File: src/sgdm_pkg.sv
package sgdm_pkg;

  localparam int unsigned DataWidth   = 32;
  localparam int unsigned FracBits    = 24;
  localparam int unsigned CoeffWidth  = FracBits + 1;
  localparam int unsigned ProdWidth   = DataWidth + CoeffWidth;
  localparam int unsigned MagWidth    = ProdWidth - FracBits;
  localparam int unsigned NumStages   = 12;
  localparam int unsigned CfgIdxWidth = 3;

  typedef logic signed [DataWidth-1:0] data_t;
  typedef logic [CoeffWidth-1:0]       coeff_t;

  localparam coeff_t OneQ    = {1'b1, {FracBits{1'b0}}};
  localparam data_t  DataMax = {1'b0, {(DataWidth-1){1'b1}}};
  localparam data_t  DataMin = {1'b1, {(DataWidth-1){1'b0}}};

  typedef enum logic [CfgIdxWidth-1:0] {
    CfgDecayEn    = 3'd0,
    CfgDecayCoeff = 3'd1,
    CfgMomEn      = 3'd2,
    CfgMomCoeff   = 3'd3,
    CfgDampCoeff  = 3'd4,
    CfgNestEn     = 3'd5,
    CfgLearnRate  = 3'd6
  } cfg_idx_e;

  typedef struct packed {
    data_t val;
    logic  sat;
  } sat_res_t;

  // one word in flight
  typedef struct packed {
    data_t grad;
    data_t weight;
    data_t buffer;
    logic  present;
    logic  sat;
  } stage_t;

  // pipeline valids (bit 0 is the input side) and per-stage load enables
  typedef struct packed {
    logic [NumStages:0]   vld;
    logic [NumStages+1:1] adv;
  } flow_t;

  function automatic sat_res_t sat_add(data_t a, data_t b);
    logic [DataWidth:0] sum;
    sat_res_t           res;
    sum     = {a[DataWidth-1], a} + {b[DataWidth-1], b};
    res.sat = sum[DataWidth] != sum[DataWidth-1];
    res.val = res.sat ? (sum[DataWidth] ? DataMin : DataMax) : data_t'(sum[DataWidth-1:0]);
    return res;
  endfunction

  function automatic sat_res_t sat_sub(data_t a, data_t b);
    logic [DataWidth:0] dif;
    sat_res_t           res;
    dif     = {a[DataWidth-1], a} - {b[DataWidth-1], b};
    res.sat = dif[DataWidth] != dif[DataWidth-1];
    res.val = res.sat ? (dif[DataWidth] ? DataMin : DataMax) : data_t'(dif[DataWidth-1:0]);
    return res;
  endfunction

  // 1 - dampening, clamped at zero
  function automatic coeff_t keep_factor(coeff_t damp);
    return (damp >= OneQ) ? '0 : coeff_t'(OneQ - damp);
  endfunction

endpackage

File: src/sgdm_mul.sv
module sgdm_mul (
  input  logic           clk_i,
  input  logic           en_a_i,
  input  logic           en_b_i,
  input  sgdm_pkg::data_t  x_i,
  input  sgdm_pkg::coeff_t c_i,
  output sgdm_pkg::data_t  y_o,
  output logic           sat_o
);
  import sgdm_pkg::*;

  localparam logic [ProdWidth-1:0] RoundHalf = ProdWidth'(1) << (FracBits - 1);
  localparam logic [MagWidth-1:0]  PosLim    = (MagWidth'(1) << (DataWidth - 1)) - 1'b1;
  localparam logic [MagWidth-1:0]  NegLim    = MagWidth'(1) << (DataWidth - 1);

  logic [DataWidth-1:0] mag;
  logic [ProdWidth-1:0] prod_d, prod_q;
  logic                 neg_q;
  logic [ProdWidth-1:0] rnd;
  logic [MagWidth-1:0]  mag_r, lim, mag_c;
  logic                 ovf;
  data_t                y_d, y_q;
  logic                 sat_q;

  // stage A: magnitude times coefficient
  assign mag    = x_i[DataWidth-1] ? (~unsigned'(x_i) + 1'b1) : unsigned'(x_i);
  assign prod_d = ProdWidth'(mag) * ProdWidth'(c_i);

  always_ff @(posedge clk_i) begin
    if (en_a_i) begin
      prod_q <= prod_d;
      neg_q  <= x_i[DataWidth-1];
    end
  end

  // stage B: round half away from zero, clip, restore sign
  assign rnd   = prod_q + RoundHalf;
  assign mag_r = rnd[ProdWidth-1:FracBits];
  assign lim   = neg_q ? NegLim : PosLim;
  assign ovf   = mag_r > lim;
  assign mag_c = ovf ? lim : mag_r;
  assign y_d   = neg_q ? data_t'(-mag_c[DataWidth-1:0]) : data_t'(mag_c[DataWidth-1:0]);

  always_ff @(posedge clk_i) begin
    if (en_b_i) begin
      y_q   <= y_d;
      sat_q <= ovf;
    end
  end

  assign y_o   = y_q;
  assign sat_o = sat_q;

endmodule

File: config.mk
export PLATFORM = sky130hd
export DESIGN_NAME = sgdm_mul
export DESIGN_NICKNAME = d
export VERILOG_FILES = /design/src/sgdm_pkg.sv /design/src/sgdm_mul.sv
export SDC_FILE = /design/constraint.sdc
export NUM_CORES = 2
export LEC_CHECK = 0
export BUFFER_PORTS_ARGS = -buffer_cell sky130_fd_sc_hd__buf_4
export CORE_UTILIZATION = 50
export DETAILED_ROUTE_END_ITERATION = 6
export GPL_ROUTABILITY_DRIVEN = 0
export GPL_TIMING_DRIVEN = 0
export PLACE_DENSITY = 0.64
export SLEW_MARGIN = 40
export SYNTH_ARGS = -nofsm -noshare
export SYNTH_HDL_FRONTEND = slang
export SYNTH_SLANG_ARGS = --single-unit
File: constraint.sdc
create_clock -name clk_i -period 10.9 [get_ports clk_i]
set_clock_uncertainty 0.05 [all_clocks]
set_input_delay 0.545 -clock clk_i [delete_from_list [all_inputs] [get_ports clk_i]]
set_output_delay 0.545 -clock clk_i [all_outputs]
set_load 0.01 [all_outputs]
# == Yosys cells after proc, flatten, opt, wreduce, memory -nomap -nowiden ==
# Index checks and enable logic that the tools add are counted.
# Widths: inputs -> output; s select.
# word_totals
output_inout_bits,33
in_bits,60
word_cells,14
reg_bits,91
# op_classes
n_addsub,3
bitwise,1
n_mul,1
n_lt_le_gt_ge,1
mux,4
# ops
operator,n
$mux 32,4
$add 57x24->57 const B,1
$mul 32x25->57,1
$gt 33x32->1,1
$add 32x1->32 const B,1
$neg 32->32,1
$not 32->32,1

# == Logic depth before layout (Yosys ltp) ==
# logic_depth
depth_word,5
depth_mapped,35
mapped_depth_nobuf,32

# == Worst setup path before layout ==
# OpenSTA, ideal clock, no wires.
# synth_timing
path_type,input to register
startpoint,in x_i[0]
endpoint,reg prod_q[55] (data pin)
slack_ns,1.689
t_arrival_ns,8.903
path_buffers,3
cell_stages,33
cell_sequence,clkbuf_1 > clkbuf_1 > inv_1 > ha_1 > nand2_1 > or3_1 > or4_1 > o41ai_1 > xnor2_1 > clkbuf_1 > nand2_1 > fa_1 > inv_1 > fa_1 > inv_1 > fa_1 > fa_1 > inv_1 > fa_1 > fa_1 > inv_1 > fa_1 > inv_1 > ha_1 > and3_1 > and3_1 > a221oi_1 > nand2_1 > o2111ai_1 > a21oi_1 > o311ai_0 > nand2_1 > xor2_1
# synth_via
elab_chain_len,4
# synth_rtl
element,line,rtl
from (decl),sgdm_mul.sv:5,"input sgdm_pkg::data_t x_i,"
$not 32->32,sgdm_mul.sv:26,assign mag = x_i[DataWidth-1] ? (~unsigned'(x_i) + 1'b1) : unsigned'(x_i);
$add 32x1->32,sgdm_mul.sv:26,
$mux 32 (*),sgdm_mul.sv:26,
$mul 32x25->57 (*),sgdm_mul.sv:27,assign prod_d = ProdWidth'(mag) * ProdWidth'(c_i);
net prod_d[55],sgdm_mul.sv:17,"logic [ProdWidth-1:0] prod_d, prod_q;"
to (signal assigned),sgdm_mul.sv:31,prod_q <= prod_d;
to (decl),sgdm_mul.sv:17,
# The timed path passes the listed nets; every way through them passes the cells marked *.
# A chain may end at the register's enable or synchronous reset.

# == Final worst setup path ==
# layout_timing
startpoint,in x_i[0]
endpoint,reg prod_q[37] (data pin)
# Same word-level chain as after synthesis.

==> run metrics <==
outcome finished, violations left; failing checks design-rule violations; Synth top area share 45.1%; Hold Path Stages 1; Final Critical Period 10.78 ns; critical path peak fanout 10; RSZ-0062 raised after global routing yes; ys flop type edfxtp_1; top-count cell post-synth inv_1; setup slack after layout 0.117 ns; Worst Setup Path Type in -> reg; CP Capture Type register; WL per Instance 23.6 um; Initial Util 50.6%; Max Buffers Root-to-Sink 2; Final Hold Viols 0; Iteration-0 DRC Markers 2,263; synth unique cells 81; crit-path most repeated cell fa_1; synth top area cells fa_1 (45%), inv_1 (9.3%), ha_1 (9.2%), and2_1 (7.8%), edfxtp_1 (6.7%); number of buffers created by CTS 9; R2R Path Start prod_q[24]; antenna-violating nets left 0; final WL 101 mm; Syn Nets 4,337; Max-cap violations 0; synthesis-to-finish area growth 7.76%; global-route wire length before repair 152 mm; GRT Residual Overflow 0; 1st-pass router iterations 7; clock sinks 68; largest delay contributor family on the critical path adder cells; initial antenna violation count 7; number of I/O port buffers 91; sequential-to-total area share from yosys stat 6.70%; Skew-Pair Late Insertion Delay 0.35 ns; routed vias 24,261; share of cells above drive strength 1 6.64%; Layout Nets 4,446; Slew Limit Headroom 33.2%; chip width 249 um; Worst Hold Class in -> reg; CP bufs+invs 8; Tcrit/Tclk final 98.9%; Seq cells post-synth 68; clk root buf clkbuf_16; Reg2Reg Setup Slack 2.64 ns; Reg-to-Reg End y_o[28]; hold endpoint neg_q; post-synthesis async set-or-reset flop share 0%; post-detail-place hpwl 83.8 mm; Rows 90; Min Hold Slack 0.359 ns; Clock transition at path regs 0.06 ns; CTS tree built; vias in the first global route 24,777; DR DRC count 2; worst r2r path cells 27; Post-synth top cells inv_1 (754), fa_1 (686), nand2_1 (479); slowest stage delay, CP 0.59 ns; Hold Startpoint x_i[31]; # setup viols final 0; Netlist Area Pre-Place 30,500 um^2; Post-synth EDFFs 68; fin. max-slew vios 0; Syn. warnings 0; dpl ws -0.953 ns; Worst Setup Start Kind primary input; Post-Synthesis Cells 3,367; die height 249 um; Worst-Margin Slew 1.00 ns; fmax 92.7 MHz; I/O pins 93; slowest CP cell fa_1; Via density 5.68; Die Area 61,900 um^2; CORE AREA 60,200 um^2; htree depth 3; worst path arrival time 10.82 ns; Syn Area/Cell 9.05 um^2; total track usage 33.2%; cell taking the most area after synthesis fa_1; Critical Path RT 10.94 ns; largest net degree at the start of global routing 36
## per-layer routing
layer  wire length, um  vias up  global-route usage [%]
met2             42500     1502                    48.4
met3             14000      241                    11.7
li1                  -    10400                       -
met1             40000    12116                    45.3
met4              4420        2                    12.8
met5                13        -                       0
## worst register-to-register path, stage by stage (launching register included)
cell and delay, ns:
edfxtp_1 0.42, ha_1 0.19, buf_6 0.14, nand4_4 0.20, or4_4 0.56, buf_6 0.16, or4_4 0.56, xor2_1 0.37
clkinv_2 0.18, ha_1 0.33, nand4_1 0.08, nor4_1 0.45, nand3_1 0.24, o31ai_1 0.17, and3_2 0.27, clkbuf_8 0.17
clkbuf_1 0.38, a21oi_1 0.18, inv_1 0.09, ha_1 0.33, inv_1 0.21, a211oi_1 0.26, nor3b_1 0.60, nand4_1 0.32
nor2_1 0.37, nand3_1 0.27, o31a_1 0.35, a211oi_1 0.20
## sequential cells by signal, summed over array words and instances, names as in the netlist
name and flops:
sat_o 1, prod_q 34, neg_q 1, y_o 32
## kinds of logic after synthesis
group | count (synthesis) | share of synthesized area [%]
AOI/OAI and AO/OA | 263 | 5.81
DFF | 68 | 6.70
adders and majority gates | 910 | 54.3
muxes | 2 | 0.0698
xor gates and xnor gates | 102 | 2.99
and+or+nand+nor | 1098 | 18.4
buffers and inverters | 924 | 11.8
## metrics by stage
| stage | util (%) | TNS, ns | cells | cell area, um^2 |
|---|---|---|---|---|
| 6_report | 54.5 | 0 | 4272 | 32800 |
| 5_1_grt | 54.5 | -0.402 | 4265 | 32800 |
| 4_1_cts | 54.2 | 0 | 4261 | 32700 |
| 3_5_place_dp | 53.7 | -15.15 | 4245 | 32300 |
| 3_3_place_gp | 53.3 | -15.53 | 4240 | 32100 |
| 2_1_floorplan | - | 0 | 3367 | 30500 |
## placed cells by master, fill, tap and decap left out, types with 22 or more instances in the layout
master      n
nand3_1    31
buf_4      95
a21oi_1    71
xor2_1     33
o21ai_0    52
clkbuf_1  111
nor3_1     27
and2_1    380
edfxtp_1   68
nor2_1     48
ha_1      224
clkbuf_2   39
xnor2_1    47
a21o_1     22
nand2_1   477
fa_1      686
inv_1     754
## area by class of cell
cell class / instances / area (um^2)
clock inverter: 7 / 76.3
fill: 5559 / 27400
buffer: 169 / 803
clock buffer: 9 / 225
sequential: 68 / 2040
multi-input combinational: 2375 / 25100
tap: 782 / 978
inverter: 755 / 2840
antenna: 9 / 22.5
timing repair buffer: 98 / 751
## how the worst max path moves through the flow
| stage | cells past startpoint | slack (ns) | endpoint | startpoint |
|---|---|---|---|---|
| floorplan | 33 | 1.69 | prod_q[55] | x_i[0] |
| global placement | 32 | -0.91 | prod_q[55] | x_i[0] |
| detailed placement | 33 | -0.95 | prod_q[55] | x_i[0] |
| CTS | 33 | 0.07 | prod_q[37] | x_i[0] |
| global route | 32 | -0.07 | prod_q[36] | x_i[0] |
| finish | 32 | 0.12 | prod_q[37] | x_i[0] |
## repair_timing
action / CTS / global route
pin swaps: 0 / 2
gates resized for setup: 12 / 37
setup endpoints to repair: 23 / 26
hold buffers: 0 / 0
endpoints found under the hold margin: 0 / 0
setup buffers: 0 / 2
Power is not shown: default switching activity piles up to over one toggle a cycle in this logic, so the estimate is an artifact.
