$ cat config.mk
export PLATFORM = sky130hd
export DESIGN_NAME = sgdm_flow
export DESIGN_NICKNAME = d
export VERILOG_FILES = /design/src/sgdm_pkg.sv /design/src/sgdm_flow.sv
export SDC_FILE = /design/constraint.sdc
export NUM_CORES = 1
export LEC_CHECK = 0
export BUFFER_PORTS_ARGS = -buffer_cell sky130_fd_sc_hd__buf_2
export CAP_MARGIN = 20
export CORE_MARGIN = 2
export CORE_UTILIZATION = 40
export CTS_BUF_LIST = sky130_fd_sc_hd__clkbuf_8
export CTS_CLUSTER_DIAMETER = 50
export DETAILED_ROUTE_END_ITERATION = 8
export GPL_TIMING_DRIVEN = 0
export PLACE_DENSITY = 0.76
export SKIP_LAST_GASP = 1
export SLEW_MARGIN = 10
export SYNTH_ARGS = -nofsm -noshare
export SYNTH_HDL_FRONTEND = slang
export SYNTH_SLANG_ARGS = --single-unit
$ cat constraint.sdc
create_clock -name clk_i -period 1.1 [get_ports clk_i]
set_input_delay 0 -clock clk_i [delete_from_list [all_inputs] [get_ports clk_i]]
set_output_delay 0 -clock clk_i [all_outputs]
set_load 0.005 [all_outputs]
$ cat src/sgdm_pkg.sv
package sgdm_pkg;

  localparam int unsigned DataWidth   = 32;
  localparam int unsigned FracBits    = 24;
  localparam int unsigned CoeffWidth  = FracBits + 1;
  localparam int unsigned ProdWidth   = DataWidth + CoeffWidth;
  localparam int unsigned MagWidth    = ProdWidth - FracBits;
  localparam int unsigned NumStages   = 12;
  localparam int unsigned CfgIdxWidth = 3;

  typedef logic signed [DataWidth-1:0] data_t;
  typedef logic [CoeffWidth-1:0]       coeff_t;

  localparam coeff_t OneQ    = {1'b1, {FracBits{1'b0}}};
  localparam data_t  DataMax = {1'b0, {(DataWidth-1){1'b1}}};
  localparam data_t  DataMin = {1'b1, {(DataWidth-1){1'b0}}};

  typedef enum logic [CfgIdxWidth-1:0] {
    CfgDecayEn    = 3'd0,
    CfgDecayCoeff = 3'd1,
    CfgMomEn      = 3'd2,
    CfgMomCoeff   = 3'd3,
    CfgDampCoeff  = 3'd4,
    CfgNestEn     = 3'd5,
    CfgLearnRate  = 3'd6
  } cfg_idx_e;

  typedef struct packed {
    data_t val;
    logic  sat;
  } sat_res_t;

  // one word in flight
  typedef struct packed {
    data_t grad;
    data_t weight;
    data_t buffer;
    logic  present;
    logic  sat;
  } stage_t;

  // pipeline valids (bit 0 is the input side) and per-stage load enables
  typedef struct packed {
    logic [NumStages:0]   vld;
    logic [NumStages+1:1] adv;
  } flow_t;

  function automatic sat_res_t sat_add(data_t a, data_t b);
    logic [DataWidth:0] sum;
    sat_res_t           res;
    sum     = {a[DataWidth-1], a} + {b[DataWidth-1], b};
    res.sat = sum[DataWidth] != sum[DataWidth-1];
    res.val = res.sat ? (sum[DataWidth] ? DataMin : DataMax) : data_t'(sum[DataWidth-1:0]);
    return res;
  endfunction

  function automatic sat_res_t sat_sub(data_t a, data_t b);
    logic [DataWidth:0] dif;
    sat_res_t           res;
    dif     = {a[DataWidth-1], a} - {b[DataWidth-1], b};
    res.sat = dif[DataWidth] != dif[DataWidth-1];
    res.val = res.sat ? (dif[DataWidth] ? DataMin : DataMax) : data_t'(dif[DataWidth-1:0]);
    return res;
  endfunction

  // 1 - dampening, clamped at zero
  function automatic coeff_t keep_factor(coeff_t damp);
    return (damp >= OneQ) ? '0 : coeff_t'(OneQ - damp);
  endfunction

endpackage

$ cat src/sgdm_flow.sv
module sgdm_flow (
  input  logic            clk_i,
  input  logic            rst_ni,
  input  logic            in_valid_i,
  input  logic            out_stall_i,
  output sgdm_pkg::flow_t flow_o
);
  import sgdm_pkg::*;

  logic [NumStages:1]   vld_q;
  logic [NumStages+1:1] adv;

  // a stage loads when the output drains or any stage at or after it is empty
  always_comb begin
    adv[NumStages+1] = !out_stall_i;
    for (int unsigned k = 1; k <= NumStages; k++) begin
      adv[k] = !out_stall_i || ((~vld_q >> (k - 1)) != '0);
    end
  end

  always_ff @(posedge clk_i or negedge rst_ni) begin
    if (!rst_ni) begin
      vld_q <= '0;
    end else begin
      if (adv[1]) begin
        vld_q[1] <= in_valid_i;
      end
      for (int unsigned k = 2; k <= NumStages; k++) begin
        if (adv[k]) begin
          vld_q[k] <= vld_q[k-1];
        end
      end
    end
  end

  assign flow_o.vld = {vld_q, in_valid_i};
  assign flow_o.adv = adv;

endmodule

=== Word level (Yosys, flattened, before mapping) ===
Index checks and enable logic that the tools add are counted.

* Bits of input ports: 4
* Logic and storage cells: 37
* Output and inout port bits: 26
* Register bits: 12

* Reductions and logical operators: 24
* Bitwise gates (word level): 1

{| class="wikitable"
|+ Operators with widths
! cell !! number
|-
| $reduce_bool 12->1 || 11
|-
| $logic_or 1x1->1 || 12
|-
| $not 12->12 || 1
|-
| $logic_not 1->1 || 1
|}

=== Logic depth before layout (Yosys ltp) ===
* Word-level depth: 3
* Gate-level depth with buffers: 4
* Depth with buffers taken out: 3

=== Worst setup path before layout ===
OpenSTA, ideal clock, no wires.

* Kind: reg2reg
* Start: reg vld_q[10] in the netlist's numbering
* End: reg vld_q[4] in the netlist's numbering
* Library setup time: 0.120 ns
* Stages on the path, launching flop included: 5
* Required time: 0.980 ns
* Period minus slack after synthesis: 1.206 ns
* Buffers on the path: 2
* Arrival: 1.086 ns
* Path slack: -0.106 ns
* Cell sequence: dfrtp_1 and4_1 buf_6 buf_8 a31o_1

* Word-level cells in the longest chain between the ends: 3

{| class="wikitable"
|+ Ends and longest elaborated chain
! what !! line !! RTL
|-
| start, declared || sgdm_flow.sv:10 || <nowiki>logic [NumStages:1] vld_q;</nowiki>
|-
| start signal, assigned by index || sgdm_flow.sv:30 || <nowiki>vld_q[k] <= vld_q[k-1];</nowiki>
|-
| $not 12->12 || sgdm_flow.sv:17 || <nowiki>adv[k] = !out_stall_i || ((~vld_q >> (k - 1)) != '0);</nowiki>
|-
| $reduce_bool 12->1 || sgdm_flow.sv:17 ||
|-
| $logic_or 1x1->1 || sgdm_flow.sv:17 ||
|}

Every way passes these cells.
A chain may end at the register's enable or synchronous reset.

==> qor_table.md <==
| Stage | Metric | Value |
| --- | --- | --- |
| synthesis | Mean area per synthesized cell | 11.6 sq um |
| floorplanning | Count of standard-cell rows | 13 |
| synthesis | Number of warnings reported in the yosys synthesis log | 0 |
| pwr | VDD IR-drop max | 1.35 mV |
| detailed routing | Routed wl met3 | 70 um |
| worst setup path | Kind of capture point of the worst setup path | primary output |
| synthesis | Sequential fraction of the synthesis area | 54.9% |
| cts | Clk sink count | 12 |
| global routing | First-pass GRT wire length | 2040 um |
| cts | CTS H-tree lvls | 1 |
| cts | TritonCTS clock tree | done |
| timing | Number of failing setup endpoints in the final timing report | 12 |
| detailed routing | Number of DRC violations after detailed routing | 0 |
| global routing | Congestion Overflow GR | 0 |
| worst setup path | Largest stage delay on the critical path | 0.36 ns |
| floorplanning | Initial cell density of the core | 42.6% |
| cts | Post-CTS clock slew at the launch and capture registers of the worst setup and hold paths | 0.06 ns |
| timing | Min cycle time layout | 1.21 ns |
| detailed routing | Routed vias | 554 |
| run status | Outcome | finished, violations left |
| timing | Fin Setup TNS | -0.642 ns |
| finish | Cell area after layout | 870 sq um |
| detailed routing | Violation count after the first detailed-routing iteration | 9 |
| detailed routing | Top routing layer in use | met4 |
| timing | Skew final | 0.0134 ns |
| detailed routing | Met1 routed wirelength after detailed routing | 569 um |
| finish | Largest register by flop count | vld_q |
| synthesis | Gate count after technology mapping | 47 |
| run status | Violations in the final reports | negative setup slack |
| detailed routing | Routed wl met2 | 768 um |
| worst setup path | Critical path data arrival time | 1.21 ns |
| finish | Registers with the highest flip-flop counts | vld_q x12 |
| detailed routing | Length of the first detailed-routing pass in iterations | 4 |
| detailed routing | Routed Antenna Nets | 0 |
| detailed routing | Vias per std cell | 5.33 |
| detailed routing | Average wire per standard cell | 13.7 um |
| placement | Global placement routability congestion | 0.711 |
| floorplanning | Die Y | 41.0 um |
| timing | Maximum clock frequency | 824 MHz |
| timing | Setup repair after global routing missed its margin | yes |
| job | Count of max-cap constraint violations | 0 |
| worst setup path | Required time worst endpoint | 1.10 ns |
| finish | FF/Latch Area | 303 sq um |
| cts | Clock latency reported for the late side of the worst-skew pair | 0.24 ns |
| timing | Share of the clock period used by the worst path after layout | 110% |
| synthesis | Area of the mapped netlist | 547 sq um |
| worst setup path | Critical-path cell list | and3_4 > buf_6 > nand4_1 > buf_2 |
| finish | Highest-count cells in the layout ignoring fill and taps | 28 x sky130_fd_sc_hd__buf_2, 10 x sky130_fd_sc_hd__dfrtp_1, 8 x sky130_fd_sc_hd__buf_4 |
| detailed routing | Wire length after detailed routing | 1430 um |
| global routing | Global-route usage over all layers | 19.6% |
| finish | Area taken by multi-input logic gates | 211 sq um |
| pwr | Leakage Power | 0.423 nW |
| global routing | Number of global-route vias before repair | 461 |
| placement | Half-perimeter wire length of the detailed placement result | 851 um |
| worst hold path | Class of the tightest hold or removal check | input port to flip-flop |
| synthesis | Yosys reg bits | 12 |
| floorplanning | Floorplan die area | 0.00168 sq mm |
| floorplanning | # IOs | 30 |
| global routing | Antenna violations before repair | 0 |
| finish | Most common cell after layout, fill and taps aside | sky130_fd_sc_hd__buf_2 |
| synthesis | Number of distinct library cell variants in the gate-level netlist after synthesis | 16 |
| worst setup path | Worst Path Max Fanout | 5 |
| timing | Worst slew pin tran | 0.262 ns |
| pwr | PnR Total Power | 1.58 mW |
| worst setup path | CP Launch Type | flip-flop |
| floorplanning | Chip width | 41.0 um |
| pwr | Power Dens Cells | 1810 mW/mm^2 |
| cts | Clock root buffer | sky130_fd_sc_hd__clkbuf_8 |
| global routing | Maximum number of pins on one net before global-route repair | 13 |
| worst setup path | Critical path's slowest cell | sky130_fd_sc_hd__dfrtp_1 |
| finish | Fraction of final layout cells sized beyond drive strength 1 | 59.6% |
| timing | Relative slew slack | 82.5% |
| finish | FILL cells | 99 |
| cts | Clock tree buffer depth | 2 |
| worst setup path | Type of the worst setup path | flip-flop to primary output |
| placement | Area after DPL | 712 sq um |
| timing | Final worst setup slack | -0.113 ns |
| cts | TritonCTS Buffers | 3 |
| synthesis | Synthesized netlist net count | 51 |
| worst setup path | Internal reg-to-reg setup slack | -0.02 ns |
| timing | Number of hold violations in the final report | 0 |
| finish | Max FFs per register | 12 |
| finish | Number of nets in the finished design | 94 |
| timing | Slew Viols, Final | 0 |
| placement | Port Buffer Count | 29 |
| floorplanning | Core footprint | 0.00128 sq mm |
| finish | Area Growth Syn to Fin | 59.0% |
| finish | Antenna diode count | 0 |
-- per-layer routing --
metal / track usage, % / vias to the layer above
met5: 0 / -
met4: 10.0 / 0
met3: 8.15 / 2
met2: 30.5 / 16
met1: 22.9 / 276
li1: - / 260
-- cell type report --
| class | count | area share [%] |
|---|---|---|
| inverters | 2 | 0.863 |
| flip-flops and latches | 12 | 34.8 |
| multi-input cells | 28 | 24.3 |
| repair buffers | 40 | 28.8 |
| plain buffers | 3 | 3.88 |
| clock inverters | 1 | 0.432 |
| clock buffers | 3 | 4.75 |
| well taps | 15 | 2.16 |
-- critical path, delay by kind of cell (launching register included) --
family,cells,cell delay [ns]
buffers and inverters,2,0.27
AND/OR/NAND/NOR,2,0.34
flip-flops,1,0.36
-- worst paths after layout --
check | startpoint | cells after the start | end
min in group asynchronous | rst_ni | 2 | vld_q[12]
hold reg to reg | vld_q[1] | 1 | vld_q[2]
setup reg to reg | vld_q[10] | 4 | vld_q[4]
max in group asynchronous | rst_ni | 2 | vld_q[6]
setup / recovery | vld_q[11] | 4 | flow_o[1]
hold / removal | out_stall_i | 3 | vld_q[12]
-- cell families after synthesis --
| family | count (synthesis) | share of synthesized area, % |
|---|---|---|
| buffers and inverters | 7 | 9.38 |
| AND/OR/NAND/NOR | 18 | 19.2 |
| flip-flops | 12 | 54.9 |
| AO/OA/AOI/OAI | 10 | 16.5 |
-- report_power, final --
| part | switching, mW | internal [mW] | total [mW] | leakage (nW) |
|---|---|---|---|---|
| registers | 0.0517 | 0.509 | 0.561 | 0.129 |
| clock network | 0.151 | 0.245 | 0.396 | 0.0269 |
| logic | 0.276 | 0.344 | 0.620 | 0.268 |
| total | 0.479 | 1.10 | 1.58 | 0.423 |
-- what timing repair did --
item                       4_1_cts  5_1_grt
setup buffers                    6        2
hold buffers                     2        0
hold endpoints to repair        13        0
pin swaps                        3        3
gates resized for setup         11        5
gates cloned                     1        0
setup endpoints to repair       18       17
-- metrics by stage --
stage / setup slack [ns] / hold WS (ns) / cells / util [%]
CTS: -0.0823 / 0.0475 / 103 / 66.0
global route: -0.183 / 0.0583 / 104 / 67.7
finish: -0.113 / 0.0308 / 104 / 67.7
floorplan: -0.0453 / -0.296 / 47 / -
detailed placement: -0.0897 / -0.115 / 91 / 55.4
global placement: -0.0793 / -0.115 / 91 / 55.4
-- cells in the mapped netlist --
cell type / instances / share of area (%)
sky130_fd_sc_hd__nand2b_1: 2 / 2.3
sky130_fd_sc_hd__a31o_1: 2 / 3.2
sky130_fd_sc_hd__buf_4: 1 / 1.4
sky130_fd_sc_hd__buf_6: 1 / 2.1
sky130_fd_sc_hd__dfrtp_1: 12 / 55
sky130_fd_sc_hd__a21o_1: 2 / 2.7
sky130_fd_sc_hd__buf_8: 1 / 2.7
sky130_fd_sc_hd__nand4_1: 4 / 4.6
sky130_fd_sc_hd__inv_1: 2 / 1.4
sky130_fd_sc_hd__buf_2: 2 / 1.8
sky130_fd_sc_hd__a41o_1: 4 / 7.3
sky130_fd_sc_hd__and3_1: 3 / 3.4
sky130_fd_sc_hd__nand3_1: 4 / 3.7
sky130_fd_sc_hd__a31o_2: 2 / 3.2
sky130_fd_sc_hd__and4_1: 2 / 3.2
sky130_fd_sc_hd__nand2_1: 3 / 2.1
Power figures use the tool's default switching activity.
